--- config.mk ---
export PLATFORM = sky130hd
export DESIGN_NAME = tga_rle_pixel_decoder_flat
export DESIGN_NICKNAME = d
export VERILOG_FILES = /design/src/rtl/core/tgarle_pkg.sv /design/src/rtl/core/tgarle_ifs.sv /design/src/rtl/core/tgarle_front.sv /design/src/rtl/core/tgarle_queue.sv /design/src/rtl/core/tgarle_back.sv /design/src/rtl/core/tga_rle_pixel_decoder.sv /design/src/flat_wrapper.sv
export SDC_FILE = /design/constraint.sdc
export NUM_CORES = 1
export LEC_CHECK = 0
export ABC_AREA = 0
export BUFFER_PORTS_ARGS = -buffer_cell sky130_fd_sc_hd__buf_2
export CAP_MARGIN = 15
export CORE_UTILIZATION = 60
export DETAILED_ROUTE_END_ITERATION = 8
export HOLD_SLACK_MARGIN = 0.02
export PLACE_DENSITY = 0.85
export SYNTH_ARGS = -nofsm -noshare
export SYNTH_HDL_FRONTEND = slang
export SYNTH_SLANG_ARGS = --single-unit
--- constraint.sdc ---
create_clock -name clock -period 10.2 [get_ports clock]
set_input_delay 1.53 -clock clock [delete_from_list [all_inputs] [get_ports clock]]
set_output_delay 1.53 -clock clock [all_outputs]
set_load 0.01 [all_outputs]
--- src/rtl/core/tgarle_pkg.sv ---
// Shared types and constants of the TGA run-length pixel decoder.
package tgarle_pkg;

   localparam int unsigned DIM_W = 16;
   localparam int unsigned COUNT_W = 8;
   localparam int unsigned CSR_INDEX_W = 3;
   localparam int unsigned CSR_DATA_W = 16;

   localparam logic [CSR_INDEX_W-1:0] REG_IMAGE_WIDTH = 3'd0;
   localparam logic [CSR_INDEX_W-1:0] REG_IMAGE_HEIGHT = 3'd1;
   localparam logic [CSR_INDEX_W-1:0] REG_PIXEL_SIZE = 3'd2;
   localparam logic [CSR_INDEX_W-1:0] REG_RUN_LENGTH_MODE = 3'd3;
   localparam logic [CSR_INDEX_W-1:0] REG_ORIGIN_AT_TOP = 3'd4;
   localparam logic [CSR_INDEX_W-1:0] REG_RIGHT_TO_LEFT = 3'd5;

   localparam logic [1:0] PIX_SIZE_GREY = 2'd0;
   localparam logic [1:0] PIX_SIZE_BGR = 2'd1;
   localparam logic [1:0] PIX_SIZE_BGRA = 2'd2;

   typedef struct packed {
      logic [DIM_W-1:0] image_width;
      logic [DIM_W-1:0] image_height;
      logic [1:0]       pixel_size;
      logic             run_length_mode;
      logic             origin_at_top;
      logic             right_to_left;
   } cfg_type;

   typedef struct packed {
      logic               clear;
      logic               has_pixel;
      logic [31:0]        pixel;
      logic [COUNT_W-1:0] count;
   } job_type;

   typedef struct packed {
      logic busy;
      logic complete;
   } back_status_type;

endpackage

--- src/rtl/core/tgarle_ifs.sv ---
// Channel interfaces for the input byte stream and the pixel write results.
interface tgarle_req_if;
   logic       valid;
   logic       ready;
   logic [7:0] data_byte;
   logic       frame_start;

   modport source (output valid, output data_byte, output frame_start, input ready);
   modport sink (input valid, input data_byte, input frame_start, output ready);
endinterface

interface tgarle_rsp_if;
   logic        valid;
   logic        ready;
   logic [31:0] pixel_argb;
   logic [15:0] row_a;
   logic [15:0] col_a;
   logic        has_second;
   logic [15:0] row_b;
   logic [15:0] col_b;
   logic        last_of_run;
   logic        image_done;

   modport source (output valid, output pixel_argb, output row_a, output col_a,
                   output has_second, output row_b, output col_b, output last_of_run,
                   output image_done, input ready);
   modport sink (input valid, input pixel_argb, input row_a, input col_a,
                 input has_second, input row_b, input col_b, input last_of_run,
                 input image_done, output ready);
endinterface

--- src/rtl/core/tgarle_front.sv ---
// Front end: packet header parsing and pixel byte assembly into pixel jobs.
module tgarle_front (
   input  logic                clock,
   input  logic                reset,
   input  tgarle_pkg::cfg_type cfg,
   tgarle_req_if.sink          req_chan,
   output tgarle_pkg::job_type job,
   output logic                job_valid,
   input  logic                job_ready
);
   import tgarle_pkg::*;

   logic               expect_ff, expect_in;
   logic [1:0]         bip_ff, bip_in;
   logic [23:0]        held_ff, held_in;
   logic               raw_ff, raw_in;
   logic [COUNT_W-1:0] rem_ff, rem_in;

   logic               cur_expect;
   logic [1:0]         cur_bip;
   logic [23:0]        cur_held;
   logic               cur_raw;
   logic [COUNT_W-1:0] cur_rem;
   logic [2:0]         need;
   logic [7:0]         b;
   logic               accept;

   assign b = req_chan.data_byte;
   assign accept = req_chan.valid && job_ready;
   assign req_chan.ready = job_ready;

   always_comb begin
      unique case (cfg.pixel_size)
         PIX_SIZE_GREY: need = 3'd1;
         PIX_SIZE_BGR:  need = 3'd3;
         default:       need = 3'd4;
      endcase
   end

   always_comb begin
      if (req_chan.frame_start) begin
         cur_expect = 1'b1;
         cur_bip = 2'd0;
         cur_held = 24'd0;
         cur_raw = 1'b0;
         cur_rem = '0;
      end else begin
         cur_expect = expect_ff;
         cur_bip = bip_ff;
         cur_held = held_ff;
         cur_raw = raw_ff;
         cur_rem = rem_ff;
      end
   end

   always_comb begin
      expect_in = expect_ff;
      bip_in = bip_ff;
      held_in = held_ff;
      raw_in = raw_ff;
      rem_in = rem_ff;
      job = '0;
      job_valid = 1'b0;
      if (accept) begin
         expect_in = cur_expect;
         bip_in = cur_bip;
         held_in = cur_held;
         raw_in = cur_raw;
         rem_in = cur_rem;
         job.clear = req_chan.frame_start;
         job_valid = req_chan.frame_start;
         if (cfg.image_width != '0 && cfg.image_height != '0) begin
            job_valid = 1'b1;
            if (cfg.run_length_mode && cur_expect) begin
               raw_in = ~b[7];
               rem_in = {1'b0, b[6:0]} + 8'd1;
               expect_in = 1'b0;
            end else if ({1'b0, cur_bip} + 3'd1 < need) begin
               unique case (cur_bip)
                  2'd0:    held_in[7:0] = b;
                  2'd1:    held_in[15:8] = b;
                  2'd2:    held_in[23:16] = b;
                  default: held_in = cur_held;
               endcase
               bip_in = cur_bip + 2'd1;
            end else begin
               job.has_pixel = 1'b1;
               if (need == 3'd1) begin
                  job.pixel = {8'hFF, b, b, b};
               end else if (need == 3'd3) begin
                  job.pixel = {8'hFF, b, cur_held[15:0]};
               end else begin
                  job.pixel = {b, cur_held};
               end
               bip_in = 2'd0;
               held_in = 24'd0;
               if (!cfg.run_length_mode || cur_raw) begin
                  job.count = 8'd1;
                  if (cfg.run_length_mode) begin
                     if (cur_rem <= 8'd1) begin
                        rem_in = '0;
                        expect_in = 1'b1;
                     end else begin
                        rem_in = cur_rem - 8'd1;
                     end
                  end
               end else begin
                  job.count = (cur_rem == '0) ? 8'd1 : cur_rem;
                  rem_in = '0;
                  expect_in = 1'b1;
               end
            end
         end
      end
   end

   always_ff @(posedge clock) begin
      if (reset) begin
         expect_ff <= 1'b1;
         bip_ff <= 2'd0;
         held_ff <= 24'd0;
         raw_ff <= 1'b0;
         rem_ff <= '0;
      end else begin
         expect_ff <= expect_in;
         bip_ff <= bip_in;
         held_ff <= held_in;
         raw_ff <= raw_in;
         rem_ff <= rem_in;
      end
   end

endmodule

--- src/rtl/core/tgarle_queue.sv ---
// Two-entry job queue between the front end and the write expander.
module tgarle_queue (
   input  logic                clock,
   input  logic                reset,
   input  tgarle_pkg::job_type in_job,
   input  logic                in_valid,
   output logic                in_ready,
   output tgarle_pkg::job_type out_job,
   output logic                out_valid,
   input  logic                out_ready
);
   import tgarle_pkg::*;

   job_type    head_ff, head_in;
   job_type    tail_ff, tail_in;
   logic [1:0] cnt_ff, cnt_in;
   logic       push, pop;

   assign in_ready = (cnt_ff != 2'd2);
   assign out_valid = (cnt_ff != 2'd0);
   assign out_job = head_ff;
   assign push = in_valid && in_ready;
   assign pop = out_valid && out_ready;

   always_comb begin
      head_in = head_ff;
      tail_in = tail_ff;
      cnt_in = cnt_ff;
      unique case ({push, pop})
         2'b10: begin
            if (cnt_ff == 2'd0) begin
               head_in = in_job;
            end else begin
               tail_in = in_job;
            end
            cnt_in = cnt_ff + 2'd1;
         end
         2'b01: begin
            head_in = tail_ff;
            cnt_in = cnt_ff - 2'd1;
         end
         2'b11: begin
            if (cnt_ff == 2'd1) begin
               head_in = in_job;
            end else begin
               head_in = tail_ff;
               tail_in = in_job;
            end
         end
         default: cnt_in = cnt_ff;
      endcase
   end

   always_ff @(posedge clock) begin
      head_ff <= head_in;
      tail_ff <= tail_in;
      if (reset) begin
         cnt_ff <= 2'd0;
      end else begin
         cnt_ff <= cnt_in;
      end
   end

endmodule

--- src/rtl/core/tgarle_back.sv ---
// Back end: stream position tracking and expansion of pixel jobs into write beats.
module tgarle_back (
   input  logic                        clock,
   input  logic                        reset,
   input  tgarle_pkg::cfg_type         cfg,
   input  tgarle_pkg::job_type         job,
   input  logic                        job_valid,
   output logic                        job_ready,
   output tgarle_pkg::back_status_type status,
   tgarle_rsp_if.source                rsp_chan
);
   import tgarle_pkg::*;

   typedef struct packed {
      logic [DIM_W-1:0] row;
      logic [DIM_W-1:0] col;
      logic             complete;
   } pos_type;

   function automatic pos_type advance(input logic [DIM_W-1:0] row,
                                       input logic [DIM_W-1:0] col,
                                       input logic [DIM_W-1:0] width,
                                       input logic [DIM_W-1:0] height);
      pos_type    p;
      logic [DIM_W:0] c;
      c = {1'b0, col} + {{DIM_W{1'b0}}, 1'b1};
      p.row = row;
      p.col = c[DIM_W-1:0];
      if (c >= {1'b0, width}) begin
         p.col = '0;
         p.row = row + {{(DIM_W-1){1'b0}}, 1'b1};
      end
      p.complete = (p.row >= height);
      return p;
   endfunction

   function automatic logic [DIM_W-1:0] dest_row(input logic [DIM_W-1:0] row,
                                                 input cfg_type c);
      return c.origin_at_top ? row : (c.image_height - {{(DIM_W-1){1'b0}}, 1'b1} - row);
   endfunction

   function automatic logic [DIM_W-1:0] dest_col(input logic [DIM_W-1:0] col,
                                                 input cfg_type c);
      return c.right_to_left ? (c.image_width - {{(DIM_W-1){1'b0}}, 1'b1} - col) : col;
   endfunction

   logic [DIM_W-1:0]   row_ff, row_in;
   logic [DIM_W-1:0]   col_ff, col_in;
   logic               complete_ff, complete_in;
   logic               busy_ff, busy_in;
   logic [31:0]        pix_ff, pix_in;
   logic [COUNT_W-1:0] rem_ff, rem_in;

   logic               ovalid_ff, ovalid_in;
   logic [31:0]        opix_ff, opix_in;
   logic [DIM_W-1:0]   orow_a_ff, orow_a_in, ocol_a_ff, ocol_a_in;
   logic               osecond_ff, osecond_in;
   logic [DIM_W-1:0]   orow_b_ff, orow_b_in, ocol_b_ff, ocol_b_in;
   logic               olast_ff, olast_in;
   logic               odone_ff, odone_in;

   logic               pop, emit;
   pos_type            s1, s2, fin, start;
   logic [COUNT_W-1:0] rem1, rem_fin;
   logic               second;

   assign job_ready = !busy_ff;
   assign pop = job_valid && !busy_ff;
   assign emit = busy_ff && (!ovalid_ff || rsp_chan.ready);

   assign status.busy = busy_ff;
   assign status.complete = complete_ff;

   assign rsp_chan.valid = ovalid_ff;
   assign rsp_chan.pixel_argb = opix_ff;
   assign rsp_chan.row_a = orow_a_ff;
   assign rsp_chan.col_a = ocol_a_ff;
   assign rsp_chan.has_second = osecond_ff;
   assign rsp_chan.row_b = orow_b_ff;
   assign rsp_chan.col_b = ocol_b_ff;
   assign rsp_chan.last_of_run = olast_ff;
   assign rsp_chan.image_done = odone_ff;

   always_comb begin
      s1 = advance(row_ff, col_ff, cfg.image_width, cfg.image_height);
      s2 = advance(s1.row, s1.col, cfg.image_width, cfg.image_height);
      rem1 = rem_ff - 8'd1;
      second = (rem1 != '0) && !s1.complete;
      fin = second ? s2 : s1;
      rem_fin = second ? (rem1 - 8'd1) : rem1;
   end

   always_comb begin
      start.row = job.clear ? '0 : row_ff;
      start.col = job.clear ? '0 : col_ff;
      start.complete = job.clear ? 1'b0 : complete_ff;
      if (cfg.image_width != '0 && cfg.image_height != '0 &&
          start.row >= cfg.image_height) begin
         start.complete = 1'b1;
      end
   end

   always_comb begin
      row_in = row_ff;
      col_in = col_ff;
      complete_in = complete_ff;
      busy_in = busy_ff;
      pix_in = pix_ff;
      rem_in = rem_ff;
      ovalid_in = ovalid_ff;
      opix_in = opix_ff;
      orow_a_in = orow_a_ff;
      ocol_a_in = ocol_a_ff;
      osecond_in = osecond_ff;
      orow_b_in = orow_b_ff;
      ocol_b_in = ocol_b_ff;
      olast_in = olast_ff;
      odone_in = odone_ff;
      if (pop) begin
         row_in = start.row;
         col_in = start.col;
         complete_in = start.complete;
         if (job.has_pixel && !start.complete) begin
            busy_in = 1'b1;
            pix_in = job.pixel;
            rem_in = job.count;
         end
      end
      if (emit) begin
         ovalid_in = 1'b1;
         opix_in = pix_ff;
         orow_a_in = dest_row(row_ff, cfg);
         ocol_a_in = dest_col(col_ff, cfg);
         osecond_in = second;
         orow_b_in = second ? dest_row(s1.row, cfg) : '0;
         ocol_b_in = second ? dest_col(s1.col, cfg) : '0;
         olast_in = (rem_fin == '0) || fin.complete;
         odone_in = fin.complete;
         row_in = fin.row;
         col_in = fin.col;
         complete_in = fin.complete;
         rem_in = rem_fin;
         busy_in = !((rem_fin == '0) || fin.complete);
      end else if (rsp_chan.ready) begin
         ovalid_in = 1'b0;
      end
   end

   always_ff @(posedge clock) begin
      pix_ff <= pix_in;
      rem_ff <= rem_in;
      opix_ff <= opix_in;
      orow_a_ff <= orow_a_in;
      ocol_a_ff <= ocol_a_in;
      osecond_ff <= osecond_in;
      orow_b_ff <= orow_b_in;
      ocol_b_ff <= ocol_b_in;
      olast_ff <= olast_in;
      odone_ff <= odone_in;
      if (reset) begin
         row_ff <= '0;
         col_ff <= '0;
         complete_ff <= 1'b0;
         busy_ff <= 1'b0;
         ovalid_ff <= 1'b0;
      end else begin
         row_ff <= row_in;
         col_ff <= col_in;
         complete_ff <= complete_in;
         busy_ff <= busy_in;
         ovalid_ff <= ovalid_in;
      end
   end

endmodule

--- src/rtl/core/tga_rle_pixel_decoder.sv ---
// Top level of the TGA run-length pixel decoder: registers, front end, queue and expander.
// A byte is taken each cycle while the two-entry job queue has room.
// The beat that completes a pixel goes through the job queue and the expander's job
// registers before its first result is registered. The expander takes a new job only
// once every result of the last is emitted; a run of N pixels gives ceil(N/2) results.
// Synchronous reset loads the register defaults and clears all frame and handshake state.
module tga_rle_pixel_decoder (
   input  logic                              clock,
   input  logic                              reset,
   tgarle_req_if.sink                        req_chan,
   tgarle_rsp_if.source                      rsp_chan,
   input  logic                              csr_write_en,
   input  logic [tgarle_pkg::CSR_INDEX_W-1:0] csr_index,
   input  logic [tgarle_pkg::CSR_DATA_W-1:0]  csr_write_data
);
   import tgarle_pkg::*;

   cfg_type         cfg_ff, cfg_in;
   job_type         front_job, queue_job;
   logic            front_valid, front_ready;
   logic            queue_valid, queue_ready;
   back_status_type back_status;

   always_comb begin
      cfg_in = cfg_ff;
      if (csr_write_en) begin
         unique case (csr_index)
            REG_IMAGE_WIDTH:     cfg_in.image_width = csr_write_data;
            REG_IMAGE_HEIGHT:    cfg_in.image_height = csr_write_data;
            REG_PIXEL_SIZE:      cfg_in.pixel_size = csr_write_data[1:0];
            REG_RUN_LENGTH_MODE: cfg_in.run_length_mode = csr_write_data[0];
            REG_ORIGIN_AT_TOP:   cfg_in.origin_at_top = csr_write_data[0];
            REG_RIGHT_TO_LEFT:   cfg_in.right_to_left = csr_write_data[0];
            default:             cfg_in = cfg_ff;
         endcase
      end
   end

   always_ff @(posedge clock) begin
      if (reset) begin
         cfg_ff.image_width <= 16'd1;
         cfg_ff.image_height <= 16'd1;
         cfg_ff.pixel_size <= PIX_SIZE_BGRA;
         cfg_ff.run_length_mode <= 1'b0;
         cfg_ff.origin_at_top <= 1'b0;
         cfg_ff.right_to_left <= 1'b0;
      end else begin
         cfg_ff <= cfg_in;
      end
   end

   tgarle_front u_front (
      .clock     (clock),
      .reset     (reset),
      .cfg       (cfg_ff),
      .req_chan  (req_chan),
      .job       (front_job),
      .job_valid (front_valid),
      .job_ready (front_ready)
   );

   tgarle_queue u_queue (
      .clock     (clock),
      .reset     (reset),
      .in_job    (front_job),
      .in_valid  (front_valid),
      .in_ready  (front_ready),
      .out_job   (queue_job),
      .out_valid (queue_valid),
      .out_ready (queue_ready)
   );

   tgarle_back u_back (
      .clock     (clock),
      .reset     (reset),
      .cfg       (cfg_ff),
      .job       (queue_job),
      .job_valid (queue_valid),
      .job_ready (queue_ready),
      .status    (back_status),
      .rsp_chan  (rsp_chan)
   );

   // A beat that finishes the image always closes the writes of its job.
   assert property (@(posedge clock) disable iff (reset)
      rsp_chan.valid && rsp_chan.image_done |-> rsp_chan.last_of_run)
      else $error("image_done beat without last_of_run");

   // A beat carrying one write leaves the second position at zero.
   assert property (@(posedge clock) disable iff (reset)
      rsp_chan.valid && !rsp_chan.has_second |-> rsp_chan.row_b == '0 && rsp_chan.col_b == '0)
      else $error("second position set on a single-write beat");

   // An idle expander with an empty output stage cannot raise a beat in the next cycle.
   assert property (@(posedge clock) disable iff (reset)
      !back_status.busy && !rsp_chan.valid |=> !rsp_chan.valid)
      else $error("result beat appeared without an active job");

   // While the image is finished the expander takes on no further writes.
   assert property (@(posedge clock) disable iff (reset)
      back_status.complete |-> !back_status.busy)
      else $error("expander busy after image completion");

endmodule
--- src/flat_wrapper.sv ---
// flat-port wrapper written by rule: the top's interface ports become plain ports
module tga_rle_pixel_decoder_flat import tgarle_pkg::*;
  (clock, reset, csr_write_en, csr_index, csr_write_data, req_chan_valid, req_chan_data_byte, req_chan_frame_start, req_chan_ready, rsp_chan_valid, rsp_chan_pixel_argb, rsp_chan_row_a, rsp_chan_col_a, rsp_chan_has_second, rsp_chan_row_b, rsp_chan_col_b, rsp_chan_last_of_run, rsp_chan_image_done, rsp_chan_ready);
  tgarle_req_if req_chan_i ();
  tgarle_rsp_if rsp_chan_i ();
  input  logic clock;
  input  logic reset;
  input  logic csr_write_en;
  input  logic [tgarle_pkg::CSR_INDEX_W-1:0] csr_index;
  input  logic [tgarle_pkg::CSR_DATA_W-1:0] csr_write_data;
  input wire logic [$bits(req_chan_i.valid)-1:0] req_chan_valid;
  input wire logic [$bits(req_chan_i.data_byte)-1:0] req_chan_data_byte;
  input wire logic [$bits(req_chan_i.frame_start)-1:0] req_chan_frame_start;
  output wire logic [$bits(req_chan_i.ready)-1:0] req_chan_ready;
  output wire logic [$bits(rsp_chan_i.valid)-1:0] rsp_chan_valid;
  output wire logic [$bits(rsp_chan_i.pixel_argb)-1:0] rsp_chan_pixel_argb;
  output wire logic [$bits(rsp_chan_i.row_a)-1:0] rsp_chan_row_a;
  output wire logic [$bits(rsp_chan_i.col_a)-1:0] rsp_chan_col_a;
  output wire logic [$bits(rsp_chan_i.has_second)-1:0] rsp_chan_has_second;
  output wire logic [$bits(rsp_chan_i.row_b)-1:0] rsp_chan_row_b;
  output wire logic [$bits(rsp_chan_i.col_b)-1:0] rsp_chan_col_b;
  output wire logic [$bits(rsp_chan_i.last_of_run)-1:0] rsp_chan_last_of_run;
  output wire logic [$bits(rsp_chan_i.image_done)-1:0] rsp_chan_image_done;
  input wire logic [$bits(rsp_chan_i.ready)-1:0] rsp_chan_ready;
  assign req_chan_i.valid = req_chan_valid;
  assign req_chan_i.data_byte = req_chan_data_byte;
  assign req_chan_i.frame_start = req_chan_frame_start;
  assign req_chan_ready = req_chan_i.ready;
  assign rsp_chan_valid = rsp_chan_i.valid;
  assign rsp_chan_pixel_argb = rsp_chan_i.pixel_argb;
  assign rsp_chan_row_a = rsp_chan_i.row_a;
  assign rsp_chan_col_a = rsp_chan_i.col_a;
  assign rsp_chan_has_second = rsp_chan_i.has_second;
  assign rsp_chan_row_b = rsp_chan_i.row_b;
  assign rsp_chan_col_b = rsp_chan_i.col_b;
  assign rsp_chan_last_of_run = rsp_chan_i.last_of_run;
  assign rsp_chan_image_done = rsp_chan_i.image_done;
  assign rsp_chan_i.ready = rsp_chan_ready;
  tga_rle_pixel_decoder u_core (.clock(clock), .reset(reset), .req_chan(req_chan_i), .rsp_chan(rsp_chan_i), .csr_write_en(csr_write_en), .csr_index(csr_index), .csr_write_data(csr_write_data));
endmodule
==> impl_results.md, run 1 <==
* Clk sinks at 333
* CP peak stage delay at approximately 0.56 ns
* Relative slew slack at 0.203
* Syn Inst Count at 2221
* Hold Slack at 0.418 ns
* Reg2reg end: u_core.u_back.busy_ff$_SDFFE_PP0P_
* Die H at between 150 and 200 µm
* First DRT Iteration DRCs at 1897
* Congestion Overflow GR at 0
* # DRC at 0
* Net Count, Synth at approximately 2400
* Initial antenna violation count at 1
* CP max-delay cell: dfxtp_1
* Root buf cell: clkbuf_16
* Layout cells sized above 1 at 0.115
* Worst r2r path cells at 35
* CTS tree: yes
* Sequential element share of the synthesized area at 0.429
* Vias in the first global route at 16800
* Synth cell count leaders: nand2_1, edfxtp_1, nor2_1, a21oi_1, ha_1
* Syn. warnings at 0
* EDFF count, synth at 223
* Crit. End Element: flop
* Total power at 5.16 mW
* Row count at 67
* Vias per cell at ~6.3
* Period utilization at 0.914
* Critical path arrival at 9.77 ns
* Post-layout minimum cycle time at 9.33 ns
* Postcts setup bufs at 0
* Final slew viol count at 0
* # IOs at 134
* CTS Hold Bufs at 0
* DRT Pass-1 Iters at 6
* Reg clk slew, reported paths at 0.06 ns
* Ant. Diodes at 0
* Global-route wire length before repair at ~90000 µm
* Starting Density at 0.613
* Die X-Extent at roughly 190 µm
* Distinct cell type count after synthesis at 91
* Clk buf depth at 3
* Latest clock arrival within the worst-skew pair at 0.55 ns
* Routed len/inst at around 21 µm
* Core area at 33800 µm²
* Biggest area consumer among synthesized cells: edfxtp_1
* Status: finished, final reports clean
* Avg Inst Size Synth at 9.33 µm²
* Largest net degree at the start of global routing at 65
* Hold endpoint: u_core.u_back.rsp_chan.pixel_argb[14]$_DFFE_PP_
* CTS H-Tree Depth at 2
* Die ar. at about 35000 µm²
* Vias at between 15000 and 20000
* WS Path Type: flop to flop
* GR Util All Layers at 0.322
* # setup viols final at 0
* Most common cell in the netlist: nand2_1
* Asr flop ratio synth at 0
* Min-Delay Path Depth at 0
* GP Congestion at approximately 1.0
* Setup Skew at approximately 0.025 ns
* Max Fclk at 107 MHz
* Final Hold Violating Endpoints at 0
* NumNets Final at 2518
* CTS-repair resized insts at 0
* #FFs+latches synth at 333
* IO Port Bufs at 133
* Hold Startpoint: u_core.u_back.pix_ff[14]$_DFFE_PP_
* Hpwl dp at around 42000 µm
* PwrDens at approximately 220 nW/µm²
* Area contributors post-synth: edfxtp_1, dfxtp_1, ha_1
* Crit Path Max Fanout at 16
* Dominant synthesized flop cell: edfxtp_1
* IR Drop Worst-Case VDD at 0.000197 V
* Synth-to-Final Area Change at 11.2%
* Final WL at 57500 µm
* HP Class: flop to flop
* RSZ-0062 raised after global routing: false
* RR Startpoint: u_core.u_back.col_ff[2]$_SDFFE_PP0P_
* Antenna viol nets, final at 0
* Leak at 8.90 nW
* Post-Syn Area at between 20000 and 25000 µm²
* Critical Path RT at about 11 ns
* Worst reg-to-reg setup slack at 0.87 ns
* Worst slew pin tran at 1.19 ns
* CTS buffer count at 37
* Max_cap viols at 0
* Top-area cell type share of the netlist area at 0.323
* Crit path launch type: flop
* Post-route setup TNS at 0 ns
==> per-stage QoR <==
stage | setup WS (ns) | cells | utilization | cell area (µm²)
after CTS | 1.14 | 2796 | 0.682 | 23100
after detailed placement | 1.15 | 2728 | 0.644 | 21800
after floorplan | 1.93 | 2221 | - | 20700
final | 0.875 | 2796 | 0.682 | 23100
after global routing | 0.295 | 2796 | 0.682 | 23100
after global placement | 1.45 | 2727 | 0.644 | 21700
==> layer usage <==
metal	track usage	share of wire
met4	0.115	0.032
met2	0.523	0.46
met1	0.438	0.42
met3	0.0464	0.084
met5	0	0
==> worst max-delay path by stage <==
stage,end,from,cells after the start
after CTS,u_core.u_back.busy_ff$_SDFFE_PP0P_,u_core.u_back.col_ff[2]$_SDFFE_PP0P_,34
after global routing,u_core.u_back.busy_ff$_SDFFE_PP0P_,u_core.u_back.col_ff[2]$_SDFFE_PP0P_,36
after detailed placement,u_core.u_back.busy_ff$_SDFFE_PP0P_,u_core.u_back.col_ff[2]$_SDFFE_PP0P_,34
after floorplan,u_core.u_back.busy_ff$_SDFFE_PP0P_,u_core.u_back.col_ff[0]$_SDFFE_PP0P_,41
final,u_core.u_back.busy_ff$_SDFFE_PP0P_,u_core.u_back.col_ff[2]$_SDFFE_PP0P_,35
after global placement,u_core.u_back.busy_ff$_SDFFE_PP0P_,u_core.u_back.col_ff[2]$_SDFFE_PP0P_,34
==> layout by cell type (no fill, tap or decap), drive strengths merged, types with 24 or more instances in the layout <==
cell,synthesis,final
nor3,64,64
xor2,28,28
a22o,32,32
o21ai,114,114
xnor2,123,123
a211oi,24,24
a22oi,33,33
dfxtp,110,110
buf,20,154
nand3,55,55
a21o,37,37
nand2,264,264
and3,24,24
ha,162,162
nor2,205,205
clkbuf,75,46
edfxtp,223,223
inv,133,136
a21oi,165,165
==> layout make-up <==
cell class	count	area [µm²]
fill	2586	10700
tap	448	561
sequential	333	8900
timing repair buffer	154	843
clock inverter	22	314
clock buffer	46	970
multi-input combinational	1657	11000
inverter	136	513
==> critical path, delay by kind of cell, from the launching register on <==
kind	cells	cell delay, ns
buffers and inverters	1	0.31
flip-flops	1	0.56
AND/OR/NAND/NOR	14	3.36
AO/OA/AOI/OAI	15	3.58
XOR/XNOR	1	0.16
adder cells (fa/ha/maj)	4	1.23
==> power by group <==
part	switching [mW]	total [mW]	internal [mW]
Sequential	0.130	2.05	1.92
Clock	0.571	1.41	0.840
Combinational	1.13	1.70	0.574
Total	1.83	5.16	3.33
==> sequential cells by signal, summed over array words and instances (netlist names), 2 cells and up <==
signal / cells
u_core.u_back.row_ff: 16
u_core.cfg_ff: 37
u_core.u_back.col_ff: 16
u_core.u_queue.cnt_ff: 2
u_core.u_back.rsp_chan.row_a: 16
u_core.u_queue.out_job: 42
u_core.u_front.held_ff: 24
u_core.u_back.rsp_chan.pixel_argb: 32
u_core.u_front.bip_ff: 2
u_core.u_back.rsp_chan.col_a: 16
u_core.u_back.rsp_chan.row_b: 16
u_core.u_front.rem_ff: 8
u_core.u_back.rem_ff: 8
u_core.u_queue.tail_ff: 42
u_core.u_back.rsp_chan.col_b: 16
u_core.u_back.pix_ff: 32
==> logic make-up after synthesis <==
kind of cell,after synthesis,synth area share
adder cells (fa/ha/maj),166,0.102
flip-flops,333,0.429
buffers and inverters,231,0.0432
AO/OA/AOI/OAI,536,0.167
XOR/XNOR,151,0.0656
multiplexers,22,0.0112
AND/OR/NAND/NOR,782,0.182
(Power assumes the default switching activity.)
==> run 2: changes to the inputs <==
--- a/config.mk
+++ b/config.mk
@@ -8,6 +8,7 @@
 export ABC_AREA = 0
 export BUFFER_PORTS_ARGS = -buffer_cell sky130_fd_sc_hd__buf_2
 export CAP_MARGIN = 15
+export CORE_ASPECT_RATIO = 1.5
 export CORE_UTILIZATION = 60
 export DETAILED_ROUTE_END_ITERATION = 8
 export HOLD_SLACK_MARGIN = 0.02
==> impl_results.md, run 2 (same netlist as run 1, synthesis figures left out) <==
* Status: finished, final reports clean (unchanged)
* GR Util All Layers at 0.333 (was 0.322)
* DRT Pass-1 Iters at 6 (unchanged)
* CP peak stage delay at 0.57 ns (was 0.56 ns)
* Max Fclk at 105 MHz (was 107 MHz)
* Period utilization at 0.935 (was 0.914)
* Final cell count without fillers at 2767 (was 2796)
* Core area at 34200 µm² (was 33800 µm²)
* RR Startpoint: u_core.u_back.col_ff[2]$_SDFFE_PP0P_ (unchanged)
* WS Path Type: flop to flop (unchanged)
* Vias in the first global route at 17300 (was 16800)
* Hpwl dp at 42600 µm (was 41800 µm)
* Crit path launch type: flop (unchanged)
* Crit path buffers/inverters at 1 (unchanged)
* Largest net degree at the start of global routing at 91 (was 65)
* Most frequent cells in the layout: nand2_1, edfxtp_1, nor2_1 (unchanged)
* CTS Hold Bufs at 0 (unchanged)
* Routed len/inst at 21.4 µm (was 20.5 µm)
* Clk buf depth at 3 (unchanged)
* IR Drop Worst-Case VDD at 0.000169 V (was 0.000197 V)
* NumNets Final at 2514 (was 2518)
* Critical path arrival at 10.00 ns (was 9.77 ns)
* Reg clk slew, reported paths at 0.07 ns (was 0.06 ns)
* Leak at 8.84 nW (was 8.90 nW)
* # IOs at 134 (unchanged)
* Synth-to-Final Area Change at 10.4% (was 11.2%)
* Final WL at 59200 µm (was 57500 µm)
* CP delay by family, top: compound AO/OA/AOI/OAI gates (unchanged)
* Setup Skew at 0.0267 ns (was 0.0246 ns)
* CTS H-Tree Depth at 2 (unchanged)
* Worst slew pin tran at 1.15 ns (was 1.19 ns)
* GP Congestion at 0.989 (was 1.04)
* Crit. End Element: flop (unchanged)
* IO Port Bufs at 133 (unchanged)
* PwrDens at 220 nW/µm² (was 224 nW/µm²)
* RSZ-0062 raised after global routing: false (unchanged)
* Final Hold Violating Endpoints at 0 (unchanged)
* Vias at 17800 (was 17500)
* Global-route wire length before repair at 92300 µm (was 90000 µm)
* Max_cap viols at 0 (unchanged)
* Post-route setup TNS at 0 ns (unchanged)
* HP Class: flop to flop (unchanged)
* CTS-repair resized insts at 0 (unchanged)
* Die H at 230 µm (was 188 µm)
* Initial antenna violation count at 6 (was 1)
* CP startpoint: u_core.u_back.col_ff[2]$_SDFFE_PP0P_ (unchanged)
* Crit Path Max Fanout at 15 (was 16)
* Congestion Overflow GR at 0 (unchanged)
* CTS tree: yes (unchanged)
* Critical Path RT at 10.66 ns (was 10.65 ns)
* Starting Density at 0.607 (was 0.613)
* Layout cells sized above 1 at 0.117 (was 0.115)
* Die X-Extent at 154 µm (was 188 µm)
* Final slew viol count at 0 (unchanged)
* # DRC at 0 (unchanged)
* CTS buffer count at 34 (was 37)
* Latest clock arrival within the worst-skew pair at 0.56 ns (was 0.55 ns)
* Postcts setup bufs at 0 (unchanged)
* Commonest non-fill, non-tap cell in the layout: nand2_1 (unchanged)
* Post-layout minimum cycle time at 9.54 ns (was 9.33 ns)
* # setup viols final at 0 (unchanged)
* CP dominant cell by count: a21o_1
* Row count at 83 (was 67)
* Hold Startpoint: u_core.u_back.pix_ff[6]$_DFFE_PP_ (was u_core.u_back.pix_ff[14]$_DFFE_PP_)
* Antenna viol nets, final at 0 (unchanged)
* Root buf cell: clkbuf_16 (unchanged)
* First DRT Iteration DRCs at 1299 (was 1897)
* Clk sinks at 333 (unchanged)
* Relative slew slack at 0.233 (was 0.203)
* Placed cells at 2704 (was 2728)
* CP max-delay cell: dfxtp_1 (unchanged)
* Die ar. at 35300 µm² (about the same)
* Vias per cell at 6.42 (was 6.28)
-- run 2: cell types whose count changed in the layout (fill, tap and decap cells not counted), sizes merged --
| cell | previous run | this run |
|---|---|---|
| bufinv | 6 | 1 |
| clkbuf | 46 | 42 |
| diode | 0 | 1 |
| clkinvlp | 2 | 1 |
| buf | 154 | 153 |
| clkinv | 14 | 18 |
-- run 2: final cells by class --
type	instances	area, µm²
clock inverter	20	214
tap	425	532
clock buffer	42	943
antenna	1	2.50
multi-input combinational	1657	11000
inverter	136	513
fill	2643	11300
sequential	333	8900
timing repair buffer	153	816
-- run 2: final timing paths --
check	slack, ns	endpoint	cells past startpoint
min	0.42	u_core.u_back.rsp_chan.pixel_argb[6]$_DFFE_PP_	0
max	0.66	u_core.u_back.busy_ff$_SDFFE_PP0P_	34
min reg2reg	0.42	u_core.u_back.rsp_chan.pixel_argb[6]$_DFFE_PP_	0
max reg2reg	0.66	u_core.u_back.busy_ff$_SDFFE_PP0P_	34
-- run 2: worst register-to-register path: cells and delay by family (launching register included) --
kind	cells	cell delay, ns
AND/OR/NAND/NOR	11	2.87
flip-flops	1	0.57
buffers and inverters	1	0.21
AO/OA/AOI/OAI	15	3.72
XOR/XNOR	3	0.76
adder cells (fa/ha/maj)	4	1.29
-- run 2: power by group --
| part | switching (mW) | leakage [nW] | internal [mW] | total, mW |
|---|---|---|---|---|
| Combinational | 1.13 | 5.22 | 0.558 | 1.69 |
| Sequential | 0.133 | 3.05 | 1.92 | 2.05 |
| Clock | 0.578 | 0.565 | 0.705 | 1.28 |
| Total | 1.84 | 8.84 | 3.18 | 5.02 |
-- run 2: metrics by stage --
stage | setup WS, ns | hold slack (ns) | total power, mW | util | cell area (µm²)
2_1_floorplan | 1.93 | 0.400 | 3.19 | - | 20700
3_3_place_gp | 1.12 | 0.401 | 3.67 | 0.636 | 21700
3_5_place_dp | 0.767 | 0.405 | 3.73 | 0.636 | 21700
4_1_cts | 0.750 | 0.418 | 5.01 | 0.669 | 22900
5_1_grt | 0.0128 | 0.424 | 5.24 | 0.670 | 22900
6_report | 0.663 | 0.416 | 5.02 | 0.670 | 22900
-- run 2: metal layers --
| metal | vias to the layer above | GRT usage | routed length [µm] |
|---|---|---|---|
| met4 | 8 | 0.181 | 3030 |
| met2 | 865 | 0.601 | 29900 |
| met5 | - | 0 | 49 |
| met3 | 222 | 0.0479 | 4040 |
| met1 | 8445 | 0.377 | 22100 |
| li1 | 8225 | - | - |
